<file path="config.mk">
export PLATFORM = sky130hd
export DESIGN_NAME = can_bus_arbitration_timer_top
export DESIGN_NICKNAME = d
export VERILOG_FILES = /design/src/hw/rtl/cbat_pkg.sv /design/src/hw/rtl/cbat_div.sv /design/src/hw/rtl/can_bus_arbitration_timer_top.sv
export SDC_FILE = /design/constraint.sdc
export NUM_CORES = 2
export LEC_CHECK = 0
export BUFFER_PORTS_ARGS = -buffer_cell sky130_fd_sc_hd__buf_2
export CAP_MARGIN = 15
export CORE_AREA = 5 5 670 672
export CTS_BUF_LIST = sky130_fd_sc_hd__clkbuf_2 sky130_fd_sc_hd__clkbuf_4 sky130_fd_sc_hd__clkbuf_8
export DETAILED_ROUTE_END_ITERATION = 6
export DIE_AREA = 0 0 675 677
export PLACE_DENSITY = 0.5
export SYNTH_ARGS = -nofsm -noshare
export SYNTH_HDL_FRONTEND = slang
export SYNTH_HIERARCHICAL = 1
export SYNTH_SLANG_ARGS = --single-unit
</file>
<file path="constraint.sdc">
create_clock -name clk -period 17.5 [get_ports clk]
set_input_delay 2.625 -clock clk [delete_from_list [all_inputs] [get_ports clk]]
set_output_delay 2.625 -clock clk [all_outputs]
set_load 0.03 [all_outputs]
</file>
<file path="src/hw/rtl/cbat_pkg.sv">
// Shared types and constants of the CAN arbitration timer.
`default_nettype none
package cbat_pkg;
	localparam int TIME_W  = 56;
	localparam int ID_W    = 11;
	localparam int BITS_W  = 8;
	localparam int SEQ_W   = 32;
	localparam int BAUD_W  = 20;
	localparam int PSC_W   = 40;
	localparam int DIV_W   = 48;

	localparam int DEF_QUEUE_DEPTH = 16;
	localparam int DEF_TAG_BITS    = 16;

	localparam logic [BAUD_W-1:0] BAUD_RESET = BAUD_W'(500000);
	localparam logic [PSC_W-1:0]  PS_PER_SEC = PSC_W'(64'd1000000000000);
	localparam logic [TIME_W-1:0] TIME_MAX   = {TIME_W{1'b1}};

	typedef enum logic [1:0] {
		ST_ACCEPTED = 2'd0,
		ST_FULL     = 2'd1,
		ST_DONE     = 2'd2,
		ST_NONE     = 2'd3
	} status_t;

	typedef enum logic [3:0] {
		S_IDLE,
		S_ENQ_OUT,
		S_CHECK,
		S_RETIRE,
		S_SCAN_EARLY,
		S_SCAN_WIN,
		S_MUL,
		S_DIV_GO,
		S_DIV_WAIT,
		S_FINISH
	} state_t;

	typedef struct packed {
		logic [ID_W-1:0]   id;
		logic [BITS_W-1:0] bits;
		logic [TIME_W-1:0] ready;
		logic [SEQ_W-1:0]  seq;
	} slot_t;

	typedef struct packed {
		logic in_ready;
		logic scan;
		logic div_start;
	} ctrl_t;
endpackage
`default_nettype wire

</file>
<file path="src/hw/rtl/cbat_div.sv">
// Restoring divider, one quotient bit per cycle.
`default_nettype none
module cbat_div import cbat_pkg::*; (
	input  wire logic              clk,
	input  wire logic              arst_n,
	input  wire logic              start,
	input  wire logic [DIV_W-1:0]  dividend,
	input  wire logic [BAUD_W-1:0] divisor,
	output logic                   done,
	output logic [DIV_W-1:0]       quotient
);
	localparam int CNT_W = $clog2(DIV_W + 1);

	logic [DIV_W-1:0]  quo_q;
	logic [BAUD_W-1:0] rem_q;
	logic [CNT_W-1:0]  cnt_q;
	logic              busy_q;
	logic              done_q;
	logic [BAUD_W:0]   trial;
	logic [BAUD_W:0]   rem_n;
	logic              ge;

	always_comb begin
		trial = {rem_q, quo_q[DIV_W-1]};
		ge    = trial >= {1'b0, divisor};
		rem_n = ge ? trial - {1'b0, divisor} : trial;
	end

	always_ff @(posedge clk or negedge arst_n) begin
		if (!arst_n) begin
			busy_q <= 1'b0;
			done_q <= 1'b0;
			cnt_q  <= '0;
		end else begin
			done_q <= 1'b0;
			if (start) begin
				busy_q <= 1'b1;
				cnt_q  <= CNT_W'(DIV_W);
			end else if (busy_q) begin
				cnt_q <= cnt_q - 1'b1;
				if (cnt_q == CNT_W'(1)) begin
					busy_q <= 1'b0;
					done_q <= 1'b1;
				end
			end
		end
	end

	always_ff @(posedge clk) begin
		if (start) begin
			quo_q <= dividend;
			rem_q <= '0;
		end else if (busy_q) begin
			quo_q <= {quo_q[DIV_W-2:0], ge};
			rem_q <= rem_n[BAUD_W-1:0];
		end
	end

	assign done     = done_q;
	assign quotient = quo_q;
endmodule
`default_nettype wire

</file>
<file path="src/hw/rtl/can_bus_arbitration_timer_top.sv">
// CAN arbitration timer: pending frame table, arbitration sequencer, result register.
//
// Input channel (in_valid/in_ready) takes one transaction at a time: mode 0
// enqueues a frame, mode 1 advances bus time to time_ps and retires frames.
// Output channel (out_valid/out_ready) returns results from one output
// register; last marks the final result of a transaction. An enqueue gives
// one result, an advance gives one per retired frame or a single idle result.
// in_ready is high only while the sequencer is idle; a result may still wait.
// An enqueue passes through S_ENQ_OUT to its result. An advance runs, per started
// frame, a check, two table scans (one memory read port), a multiply, a divider
// start and the bit-serial divider; each retirement passes through S_RETIRE and
// may wait on an output stall. A stalled receiver freezes the sequencer at the
// next result. Reset empties the table, clears the bus state and sets the bit
// rate to 500000. The user writes the bit rate through cfg_we/cfg_wdata only
// while idle; the block itself does not enforce this. 0 acts as 1.
`default_nettype none
module can_bus_arbitration_timer_top import cbat_pkg::*; #(
	parameter int QUEUE_DEPTH = DEF_QUEUE_DEPTH,
	parameter int TAG_BITS    = DEF_TAG_BITS
) (
	input  wire logic                clk,
	input  wire logic                arst_n,
	input  wire logic                cfg_we,
	input  wire logic [BAUD_W-1:0]   cfg_wdata,
	input  wire logic                in_valid,
	output logic                     in_ready,
	input  wire logic                mode,
	input  wire logic [TAG_BITS-1:0] frame_tag,
	input  wire logic [ID_W-1:0]     can_id,
	input  wire logic [BITS_W-1:0]   frame_bits,
	input  wire logic [TIME_W-1:0]   time_ps,
	output logic                     out_valid,
	input  wire logic                out_ready,
	output logic [1:0]               status,
	output logic [TAG_BITS-1:0]      done_tag,
	output logic [ID_W-1:0]          done_can_id,
	output logic [TIME_W-1:0]        arb_start_ps,
	output logic [TIME_W-1:0]        finish_ps,
	output logic                     last
);
	localparam int AW = (QUEUE_DEPTH > 1) ? $clog2(QUEUE_DEPTH) : 1;
	localparam int CW = $clog2(QUEUE_DEPTH + 1);

	state_t state_q, state_n;
	ctrl_t  ctrl;

	logic [BAUD_W-1:0] baud_q;
	logic [BAUD_W-1:0] baud_eff;

	// pending table
	slot_t               mem [QUEUE_DEPTH];
	logic [TAG_BITS-1:0] tag_mem [QUEUE_DEPTH];
	logic [QUEUE_DEPTH-1:0] valid_q;
	logic [SEQ_W-1:0]    seq_q;

	// latched limit
	logic [TIME_W-1:0] limit_q;
	status_t           enq_status_q;

	// active frame and bus time
	logic                busy_valid_q;
	logic [TAG_BITS-1:0] busy_tag_q;
	logic [ID_W-1:0]     busy_id_q;
	logic [TIME_W-1:0]   busy_start_q;
	logic [TIME_W-1:0]   busy_finish_q;
	logic [TIME_W-1:0]   bus_free_q;

	// retired frame held back until we know whether it is the final one
	logic                pend_valid_q;
	logic [TAG_BITS-1:0] pend_tag_q;
	logic [ID_W-1:0]     pend_id_q;
	logic [TIME_W-1:0]   pend_start_q;
	logic [TIME_W-1:0]   pend_finish_q;

	// scan
	logic [CW-1:0]       cnt_q;
	logic                ph_s1;
	logic                rv_s1;
	slot_t               rd_s1;
	logic [TAG_BITS-1:0] rtag_s1;
	logic [AW-1:0]       ridx_s1;
	logic                any_q;
	logic [TIME_W-1:0]   early_q;
	logic [TIME_W-1:0]   start_q;
	logic                win_any_q;
	logic [AW-1:0]       win_idx_q;
	slot_t               win_q;
	logic [TAG_BITS-1:0] win_tag_q;
	logic [DIV_W-1:0]    dividend_q;

	// result register
	logic                out_valid_q;
	status_t             out_status_q;
	logic [TAG_BITS-1:0] out_tag_q;
	logic [ID_W-1:0]     out_id_q;
	logic [TIME_W-1:0]   out_start_q;
	logic [TIME_W-1:0]   out_finish_q;
	logic                out_last_q;

	logic                out_free;
	logic                out_load;
	logic                scan_end;
	logic [AW-1:0]       rd_addr;
	logic                free_found;
	logic [AW-1:0]       free_idx;
	logic                div_done;
	logic [DIV_W-1:0]    dur;
	logic [TIME_W:0]     fin_sum;
	logic [TIME_W-1:0]   fin;
	logic [TIME_W-1:0]   start_calc;
	logic                early_take;
	logic [TIME_W-1:0]   early_nx;
	logic                win_take;
	logic                better;
	logic                in_acc;

	assign baud_eff = (baud_q == '0) ? BAUD_W'(1) : baud_q;
	assign out_free = !out_valid_q || out_ready;
	assign out_load = out_free && ((state_q == S_ENQ_OUT) || (state_q == S_FINISH) ||
		((state_q == S_RETIRE) && pend_valid_q));
	assign scan_end = (cnt_q == CW'(QUEUE_DEPTH));
	assign rd_addr  = cnt_q[AW-1:0];
	assign in_acc   = in_valid && ctrl.in_ready;

	always_comb begin
		free_found = 1'b0;
		free_idx   = '0;
		for (int i = QUEUE_DEPTH - 1; i >= 0; i--) begin
			if (!valid_q[i]) begin
				free_found = 1'b1;
				free_idx   = AW'(i);
			end
		end
	end

	always_comb begin
		// the last slot of a scan arrives in the scan_end cycle
		early_take = ph_s1 && rv_s1 && (!any_q || rd_s1.ready < early_q);
		early_nx   = early_take ? rd_s1.ready : early_q;
		start_calc = (bus_free_q > early_nx) ? bus_free_q : early_nx;
		better = !win_any_q || (rd_s1.id < win_q.id) ||
			((rd_s1.id == win_q.id) && (rd_s1.seq < win_q.seq));
		win_take = ph_s1 && rv_s1 && (rd_s1.ready <= start_q) && better;
		fin_sum = {1'b0, busy_start_q} + {{(TIME_W + 1 - DIV_W){1'b0}}, dur};
		fin     = fin_sum[TIME_W] ? TIME_MAX : fin_sum[TIME_W-1:0];
	end

	// next state
	always_comb begin
		state_n = state_q;
		unique case (state_q)
			S_IDLE:       if (in_valid) state_n = mode ? S_CHECK : S_ENQ_OUT;
			S_ENQ_OUT:    if (out_free) state_n = S_IDLE;
			S_CHECK: begin
				if (busy_valid_q) state_n = (busy_finish_q > limit_q) ? S_FINISH : S_RETIRE;
				else state_n = S_SCAN_EARLY;
			end
			S_RETIRE:     if (!pend_valid_q || out_free) state_n = S_CHECK;
			S_SCAN_EARLY: if (scan_end) state_n = (any_q || (ph_s1 && rv_s1)) ? S_SCAN_WIN
				: S_FINISH;
			S_SCAN_WIN:   if (scan_end) state_n = S_MUL;
			S_MUL:        state_n = S_DIV_GO;
			S_DIV_GO:     state_n = S_DIV_WAIT;
			S_DIV_WAIT:   if (div_done) state_n = S_CHECK;
			S_FINISH:     if (out_free) state_n = S_IDLE;
			default:      state_n = S_IDLE;
		endcase
	end

	// sequencer outputs
	always_comb begin
		ctrl = '0;
		unique case (state_q)
			S_IDLE:       ctrl.in_ready  = 1'b1;
			S_SCAN_EARLY: ctrl.scan      = 1'b1;
			S_SCAN_WIN:   ctrl.scan      = 1'b1;
			S_DIV_GO:     ctrl.div_start = 1'b1;
			default:      ctrl = '0;
		endcase
	end

	cbat_div u_div (
		.clk      (clk),
		.arst_n   (arst_n),
		.start    (ctrl.div_start),
		.dividend (dividend_q),
		.divisor  (baud_eff),
		.done     (div_done),
		.quotient (dur)
	);

	// table storage, one write and one registered read
	always_ff @(posedge clk) begin
		if (in_acc && !mode && free_found) begin
			mem[free_idx]     <= '{id: can_id, bits: frame_bits, ready: time_ps, seq: seq_q};
			tag_mem[free_idx] <= frame_tag;
		end
		rd_s1   <= mem[rd_addr];
		rtag_s1 <= tag_mem[rd_addr];
		ridx_s1 <= rd_addr;
	end

	always_ff @(posedge clk or negedge arst_n) begin
		if (!arst_n) begin
			state_q      <= S_IDLE;
			baud_q       <= BAUD_RESET;
			valid_q      <= '0;
			seq_q        <= '0;
			busy_valid_q <= 1'b0;
			busy_tag_q   <= '0;
			busy_id_q    <= '0;
			busy_start_q <= '0;
			busy_finish_q <= '0;
			bus_free_q   <= '0;
			pend_valid_q <= 1'b0;
			out_valid_q  <= 1'b0;
			cnt_q        <= '0;
			ph_s1        <= 1'b0;
			rv_s1        <= 1'b0;
			any_q        <= 1'b0;
			win_any_q    <= 1'b0;
		end else begin
			state_q <= state_n;
			if (cfg_we) baud_q <= cfg_wdata;
			out_valid_q <= out_load || (out_valid_q && !out_ready);

			ph_s1 <= ctrl.scan && !scan_end;
			rv_s1 <= ctrl.scan && !scan_end && valid_q[rd_addr];
			if (ctrl.scan) cnt_q <= scan_end ? '0 : cnt_q + 1'b1;
			else cnt_q <= '0;

			unique case (state_q)
				S_IDLE: begin
					any_q     <= 1'b0;
					win_any_q <= 1'b0;
					if (in_acc && !mode && free_found) begin
						valid_q[free_idx] <= 1'b1;
						seq_q             <= seq_q + 1'b1;
					end
				end
				S_CHECK: begin
					any_q     <= 1'b0;
					win_any_q <= 1'b0;
				end
				S_RETIRE: begin
					if (!pend_valid_q || out_free) begin
						pend_valid_q <= 1'b1;
						busy_valid_q <= 1'b0;
					end
				end
				S_SCAN_EARLY: begin
					if (early_take) any_q <= 1'b1;
				end
				S_SCAN_WIN: begin
					if (win_take) win_any_q <= 1'b1;
					if (scan_end) valid_q[win_take ? ridx_s1 : win_idx_q] <= 1'b0;
				end
				S_DIV_WAIT: begin
					if (div_done) begin
						busy_valid_q  <= 1'b1;
						busy_tag_q    <= win_tag_q;
						busy_id_q     <= win_q.id;
						busy_finish_q <= fin;
						bus_free_q    <= fin;
					end
				end
				S_FINISH: begin
					if (out_free) pend_valid_q <= 1'b0;
				end
				default: ;
			endcase
			if (state_q == S_MUL) busy_start_q <= start_q;
		end
	end

	// payload registers
	always_ff @(posedge clk) begin
		if (in_acc) begin
			limit_q      <= time_ps;
			enq_status_q <= free_found ? ST_ACCEPTED : ST_FULL;
		end
		if (state_q == S_SCAN_EARLY && early_take)
			early_q <= rd_s1.ready;
		if (state_q == S_SCAN_EARLY && scan_end) start_q <= start_calc;
		if (state_q == S_SCAN_WIN && win_take) begin
			win_q     <= rd_s1;
			win_tag_q <= rtag_s1;
			win_idx_q <= ridx_s1;
		end
		if (state_q == S_MUL)
			dividend_q <= DIV_W'(win_q.bits) * DIV_W'(PS_PER_SEC) + DIV_W'(baud_eff)
				- DIV_W'(1);

		if (state_q == S_ENQ_OUT && out_free) begin
			out_status_q <= enq_status_q;
			out_tag_q    <= '0;
			out_id_q     <= '0;
			out_start_q  <= '0;
			out_finish_q <= '0;
			out_last_q   <= 1'b1;
		end
		if (state_q == S_RETIRE && (!pend_valid_q || out_free)) begin
			if (pend_valid_q) begin
				out_status_q <= ST_DONE;
				out_tag_q    <= pend_tag_q;
				out_id_q     <= pend_id_q;
				out_start_q  <= pend_start_q;
				out_finish_q <= pend_finish_q;
				out_last_q   <= 1'b0;
			end
			pend_tag_q    <= busy_tag_q;
			pend_id_q     <= busy_id_q;
			pend_start_q  <= busy_start_q;
			pend_finish_q <= busy_finish_q;
		end
		if (state_q == S_FINISH && out_free) begin
			out_status_q <= pend_valid_q ? ST_DONE : ST_NONE;
			out_tag_q    <= pend_valid_q ? pend_tag_q : '0;
			out_id_q     <= pend_valid_q ? pend_id_q : '0;
			out_start_q  <= pend_valid_q ? pend_start_q : '0;
			out_finish_q <= pend_valid_q ? pend_finish_q : '0;
			out_last_q   <= 1'b1;
		end
	end

	assign in_ready     = ctrl.in_ready;
	assign out_valid    = out_valid_q;
	assign status       = out_status_q;
	assign done_tag     = out_tag_q;
	assign done_can_id  = out_id_q;
	assign arb_start_ps = out_start_q;
	assign finish_ps    = out_finish_q;
	assign last         = out_last_q;
endmodule
`default_nettype wire
</file>
# == Word level (Yosys, flattened, before mapping) ==
# Memory sizes are Yosys's and may differ from the RTL's. A register that Yosys moved wholly into a read port is not among the register bits.
# Cells that the tools add are included.
# word_totals
reg_bits,873
ramBits,1968
input_bits,117
output_inout_bits,144
word_cells,259
n_memories,2
# mem_list
name,depth,word_bits,read_ports,rd_ports_with_merged_regs,wr,line,rtl
mem,16,107,1,1,1,can_bus_arbitration_timer_top.sv:51,slot_t mem [QUEUE_DEPTH];
tag_mem,16,16,1,1,1,can_bus_arbitration_timer_top.sv:52,logic [TAG_BITS-1:0] tag_mem [QUEUE_DEPTH];
# classes
addsub,7
n_mul,1
order_cmp,12
n_eq_ne,22
muxes,114
n_bitwise,3
n_reduce_logical,56
# ops
cell,count
two-way mux 56 bit,13
greater-than comparator 56 bit,2
two-way mux 16 bit,7
two-way mux 4 bit,26
two-way mux 48 bit,2
adder 56 x 48 -> 57 bit,1
<= comparator 56 bit,1
less-than comparator 56 bit,1
two-way mux 11 bit,5
adder 48 x 20 -> 48 bit,1
subtractor 48 x 1 -> 48 bit (second input constant),1
two-way mux 1 bit,41
two-way mux 20 bit,2
multiplier 8 x 28 -> 36 bit (second input constant),1
case mux 4 bit (9 select lines),1
adder 32 x 1 -> 32 bit (second input constant),1
less-than comparator 32 bit,1
case mux 16 bit (2 select lines),1
greater-or-equal comparator 21 x 20 -> 1 bit,1
logical AND 1 bit,21
zero test 20 bit,1
subtractor 20 bit,1
bitwise AND 16 bit,1
equality test 4 x 3 -> 1 bit (second input constant),4
other kinds (29),78

# == Longest topological paths before layout ==
# logic_depth
word_depth,23
depth_mapped,32
ltp_nobuf,31

# == By module ==
# The synthesis kept the hierarchy.
# modules_own_cells
mod,n_inst,cells_each,area_per_inst_um2,seq_area_each_um2
can_bus_arbitration_timer_top,1,6580,118791.4,82893.3
cbat_div,1,413,4441.8,2042.0

# == Worst setup path after synthesis ==
# OpenSTA, ideal clock, no wires.
# synth_path
path_type,in2reg
from,in out_ready
to,"reg out_tag_q[10], in the netlist done_tag[10]"
setup_time_ns,0.117
arrival_time_ns,14.757
t_required_ns,17.383
path_slack_ns,2.627
path_stages,8
path_buffers,2
path_cell_list,nor2b_1 -> a211oi_1 -> nand2_1 -> nand2_1 -> nor2_1 -> clkbuf_1 -> clkbuf_1 -> a22o_1
# synth_via
elab_chain_len,6
elab_cells_between_ends,9
classes_between,mux (4); reduce/logical (5)
# synth_rtl
element,line,rtl
"start, declared",can_bus_arbitration_timer_top.sv:33,"input wire logic out_ready,"
logical OR 1 bit (*),can_bus_arbitration_timer_top.sv:118,assign out_free = !out_valid_q || out_ready;
logical AND 1 bit,can_bus_arbitration_timer_top.sv:294,if (state_q == S_ENQ_OUT && out_free) begin
two-way mux 16 bit,can_bus_arbitration_timer_top.sv:294,
two-way mux 16 bit,can_bus_arbitration_timer_top.sv:303,if (pend_valid_q) begin
two-way mux 16 bit,can_bus_arbitration_timer_top.sv:302,if (state_q == S_RETIRE && (!pend_valid_q || out_free)) begin
two-way mux 16 bit (*),can_bus_arbitration_timer_top.sv:316,if (state_q == S_FINISH && out_free) begin
"end signal, assigned",can_bus_arbitration_timer_top.sv:305,out_tag_q <= pend_tag_q;
"end signal, assigned",can_bus_arbitration_timer_top.sv:318,out_tag_q <= pend_valid_q ? pend_tag_q : '0;
"end, declared",can_bus_arbitration_timer_top.sv:94,logic [TAG_BITS-1:0] out_tag_q;
# Mark *: on every way between the ends. The rest lies on a longest branch, timed or not.
# A chain may end at the register's enable or synchronous reset.

# == Final worst setup path ==
# layout_path
from,reg early_q[13]
to,"reg start_q[50], data pin"
# layout_via
elab_chain_len,6
# layout_rtl
element,line,rtl
"start, declared",can_bus_arbitration_timer_top.sv:83,logic [TIME_W-1:0] early_q;
"start signal, assigned",can_bus_arbitration_timer_top.sv:283,early_q <= rd_s1.ready;
less-than comparator 56 bit,can_bus_arbitration_timer_top.sv:138,early_take = ph_s1 && rv_s1 && (!any_q || rd_s1.ready < early_q);
logical OR 1 bit,can_bus_arbitration_timer_top.sv:138,
logical AND 1 bit,can_bus_arbitration_timer_top.sv:138,
two-way mux 56 bit (*),can_bus_arbitration_timer_top.sv:139,early_nx = early_take ? rd_s1.ready : early_q;
greater-than comparator 56 bit,can_bus_arbitration_timer_top.sv:140,start_calc = (bus_free_q > early_nx) ? bus_free_q : early_nx;
two-way mux 56 bit (*),can_bus_arbitration_timer_top.sv:140,
named net start_calc[50],can_bus_arbitration_timer_top.sv:110,logic [TIME_W-1:0] start_calc;
"end signal, assigned",can_bus_arbitration_timer_top.sv:284,if (state_q == S_SCAN_EARLY && scan_end) start_q <= start_calc;
"end, declared",can_bus_arbitration_timer_top.sv:84,logic [TIME_W-1:0] start_q;
# The timed path passes the listed nets; every way through them passes the cells marked *.

==> impl_metrics.toml <==
[cts]
cts-root-buf = "clkbuf_8"
cts_tree = "done"
ctsResizeCount = 0
cts_buffers = 518
cts_buffer_depth = 4
clk_pin_slew_ps = 60
cts_num_sinks = 2963
post_cts_buffers = 0
worstSkewPairLatency_ps = 1150
ctsHoldBuffers = 0
h-tree-depth = 6

[hold_path]
worstHoldStart = "rtag_s1[0]$_DFF_P_"
hp-class = "register to register"
worstHoldPathCells = 0
whs_endpoint = "win_tag_q[0]$_DFFE_PP_"

[synth]
synth_xor_area_share_pct = 1.22
synth-simple-area-share_pct = 3.31
ys_seq_elements = 2963
synth_nets = 7623
synthArstFlopShare_pct = 7.80
syn_area_mm2 = 0.123
ys_warn_count = 6
synth.most_common_cell = "edfxtp_1"
synth_ff_type = "edfxtp_1"
synth_mux_area_share_pct = 13.4
ys_seq_area_share_pct = 68.9
synth-compound-area-share_pct = 5.34
synth_edf_count = 2443
yosys-top-cells-area = "edfxtp_1, mux4_2, ha_1"
yosysTopAreaCellShare_pct = 59.5
synthCells = 6993
yosysUniqueCellTypes = 108
yosysTopAreaCell = "edfxtp_1"
synth_top_family_by_area = "multiplexers"
avgSynthCellArea_um2 = 17.6
synth_common_cells = "edfxtp_1, mux4_2, ha_1, inv_1, dfxtp_1"
yosys.area_share.adder_pct = 5.43

[power]
p_clk_share_pct = 34.2
p_int_w = 0.0133
p_seq_share_pct = 46.0
p_sw_share_pct = 29.3
cellPowerDensity_mw_per_mm2 = 132
max-vdd-ir-drop_mv = 0.109
switchingPower_w = 0.00552
p_comb_share_pct = 19.9
p_leak_nw = 51.1

[floorplanning]
dieArea_mm2 = 0.457
initial_core_util_pct = 27.8
rows = 245
fp.dieW_um = 675
boundaryPins = 261
core_mm2 = 0.443
die_h_um = 677

[place]
port_buffers = 260
post-dp-hpwl_um = 206000
routabilityCongestion = 0.824

[grt]
antenna_found_initial = 90
gr-usage-all-layers_pct = 14.4
grt_pass1_wl_um = 491000
overflow = 0
grt_pass1_vias = 69500
grt_start_max_net_pins = 103

[sta]
worst_slew_pin_slew_ps = 1190
relSlewSlack_pct = 20.4
max_freq_mhz = 132
rsz0062_at_grt = "no"
fin_crit_sh_pct = 43.2
report.final.hold_viol_count = 0
setup_tns_ps = 0
finalSetupViolCount = 0
holdWs_ps = 391
finClkSkew_ps = 101
slew_viol_final = 0
min_period_ps = 7550

[worst_setup_path]
reg2reg_from = "early_q[13]$_DFFE_PP_"
critical-path-slowest-cell = "buf_4"
critPathArrivalTime_ps = 8340
required_ps = 18280
path_max_fanout = 36
reg2reg_setup_slack_ps = 9950
r2r-end = "start_q[50]$_DFFE_PP_"
r2r_cells = 32
path_class = "register to register"
critPathLaunchType = "register"
slowest_delay_ps = 580
worstSetupEndpointType = "register"

[route]
wirelength_um = 339000
vias = 65700
wire_per_inst_um = 24.3
drtIter0Drc = 4948
post_drt_via_cell_ratio = 4.71
drtPass1Iterations = 5
drtAntennaViolNets = 0
drc_errors = 0

[run_status]
status = "finished clean"

[layout]
syn_to_final_growth_pct = 15.6
post-route-util_pct = 32.2
nets = 8233
fillers = 42800
drive_gt1_share_pct = 25.9

[flow_run]
cap_violations = 0
## critical path, delay by kind of cell (launching register included)
kind / cells / cell delay [ps]
AOI/OAI and AO/OA: 17 / 3220
buffers and inverters: 5 / 2000
adders and majority gates: 2 / 520
muxes: 2 / 510
and+or+nand+nor: 6 / 470
DFF: 1 / 400
## registers in the layout (all words and copies together), names as in the netlist, 20 cells and up
register and cells:
early_q 56, bus_free_q 56, limit_q 56, baud_q 20, rd_s1 107, seq_q 32
tag_mem 256, mem 1712, arb_start_ps 56, busy_start_q 56, win_q 51, u_div/quotient 48
start_q 56, u_div/rem_q 20, pend_finish_q 56, pend_start_q 56, dividend_q 48, finish_ps 56
## logic make-up (layout without fill, tap and decap cells)
group | count (synthesis) | count (layout)
flip-flops | 2963 | 2963
AO/OA/AOI/OAI | 925 | 925
multiplexers | 860 | 860
AND/OR/NAND/NOR | 821 | 821
buffers and inverters | 742 | 1762
adder cells (fa/ha/maj) | 513 | 513
XOR/XNOR | 169 | 169
other | 0 | 15
## metal layers
layer  GRT usage (%)  vias up  wire, µm
met5               0        -       174
met4            3.55       26      7740
met3            2.31      579     15600
met2            24.8     1683    168000
met1            19.1    34500    147000
li1                -    28900         -
## power groups by stage
stage | clock network (W) | logic [W] | registers (W)
finish | 0.00644 | 0.00374 | 0.00866
detailed placement | 0 | 0.00377 | 0.00881
CTS | 0.00665 | 0.00380 | 0.00867
floorplan | 0 | 0.00272 | 0.00863
global placement | 0 | 0.00374 | 0.00880
global route | 0.00698 | 0.00409 | 0.00872
## final cells by class
| class | instances | area, µm² | share of cell area [%] |
|---|---|---|---|
| antenna | 15 | 37.5 | 0.0264 |
| clock buffer | 759 | 9260 | 6.50 |
| clock inverter | 171 | 1240 | 0.872 |
| inverter | 470 | 1770 | 1.24 |
| multi-input combinational | 3288 | 35600 | 25.0 |
| sequential | 2963 | 85000 | 59.6 |
| tap | 5928 | 7420 | 5.21 |
| timing repair buffer | 362 | 2160 | 1.52 |
## layout by cell type (no fill, tap or decap), drive strengths merged, types with 14 or more instances in the layout
cell type / Yosys / final
o21bai: 20 / 20
a22oi: 46 / 46
a211oi: 26 / 26
buf: 76 / 362
nand3: 66 / 66
o21ai: 191 / 191
xor2: 70 / 70
dfxtp: 289 / 289
a21oi: 233 / 233
mux2: 109 / 109
nand2b: 64 / 64
inv: 470 / 500
ha: 476 / 476
and3: 25 / 25
nor2b: 55 / 55
mux4: 620 / 620
fa: 37 / 37
o22a: 14 / 14
clkinvlp: 0 / 16
nor2: 174 / 174
nor3: 35 / 35
o21a: 23 / 23
nand2: 240 / 240
mux2i: 131 / 131
clkbuf: 196 / 759
diode: 0 / 15
nand4: 88 / 88
xnor2: 98 / 98
clkinv: 0 / 119
a22o: 140 / 140
dfrtp: 224 / 224
edfxtp: 2443 / 2443
a21o: 100 / 100
## stage by stage
step / total power, W / worst slack, ps / area (µm²) / cells
after CTS: 0.0191 / 9790 / 142000 / 13900
final: 0.0188 / 9950 / 142000 / 14000
after detailed placement: 0.0126 / 9830 / 132000 / 13000
after global routing: 0.0198 / 9450 / 142000 / 13900
after floorplan: 0.0113 / 2630 / 123000 / 6993
after global placement: 0.0125 / 9670 / 132000 / 13000
## worst max-delay path by stage
stage,from,endpoint
6_report,early_q[13]$_DFFE_PP_,start_q[50]$_DFFE_PP_
5_1_grt,early_q[13]$_DFFE_PP_,start_q[55]$_DFFE_PP_
3_5_place_dp,early_q[13]$_DFFE_PP_,start_q[55]$_DFFE_PP_
2_1_floorplan,out_ready,done_tag[10]$_DFF_P_
4_1_cts,early_q[1]$_DFFE_PP_,start_q[54]$_DFFE_PP_
3_3_place_gp,early_q[13]$_DFFE_PP_,start_q[51]$_DFFE_PP_
No activity file was read; power rests on OpenSTA's default activity.
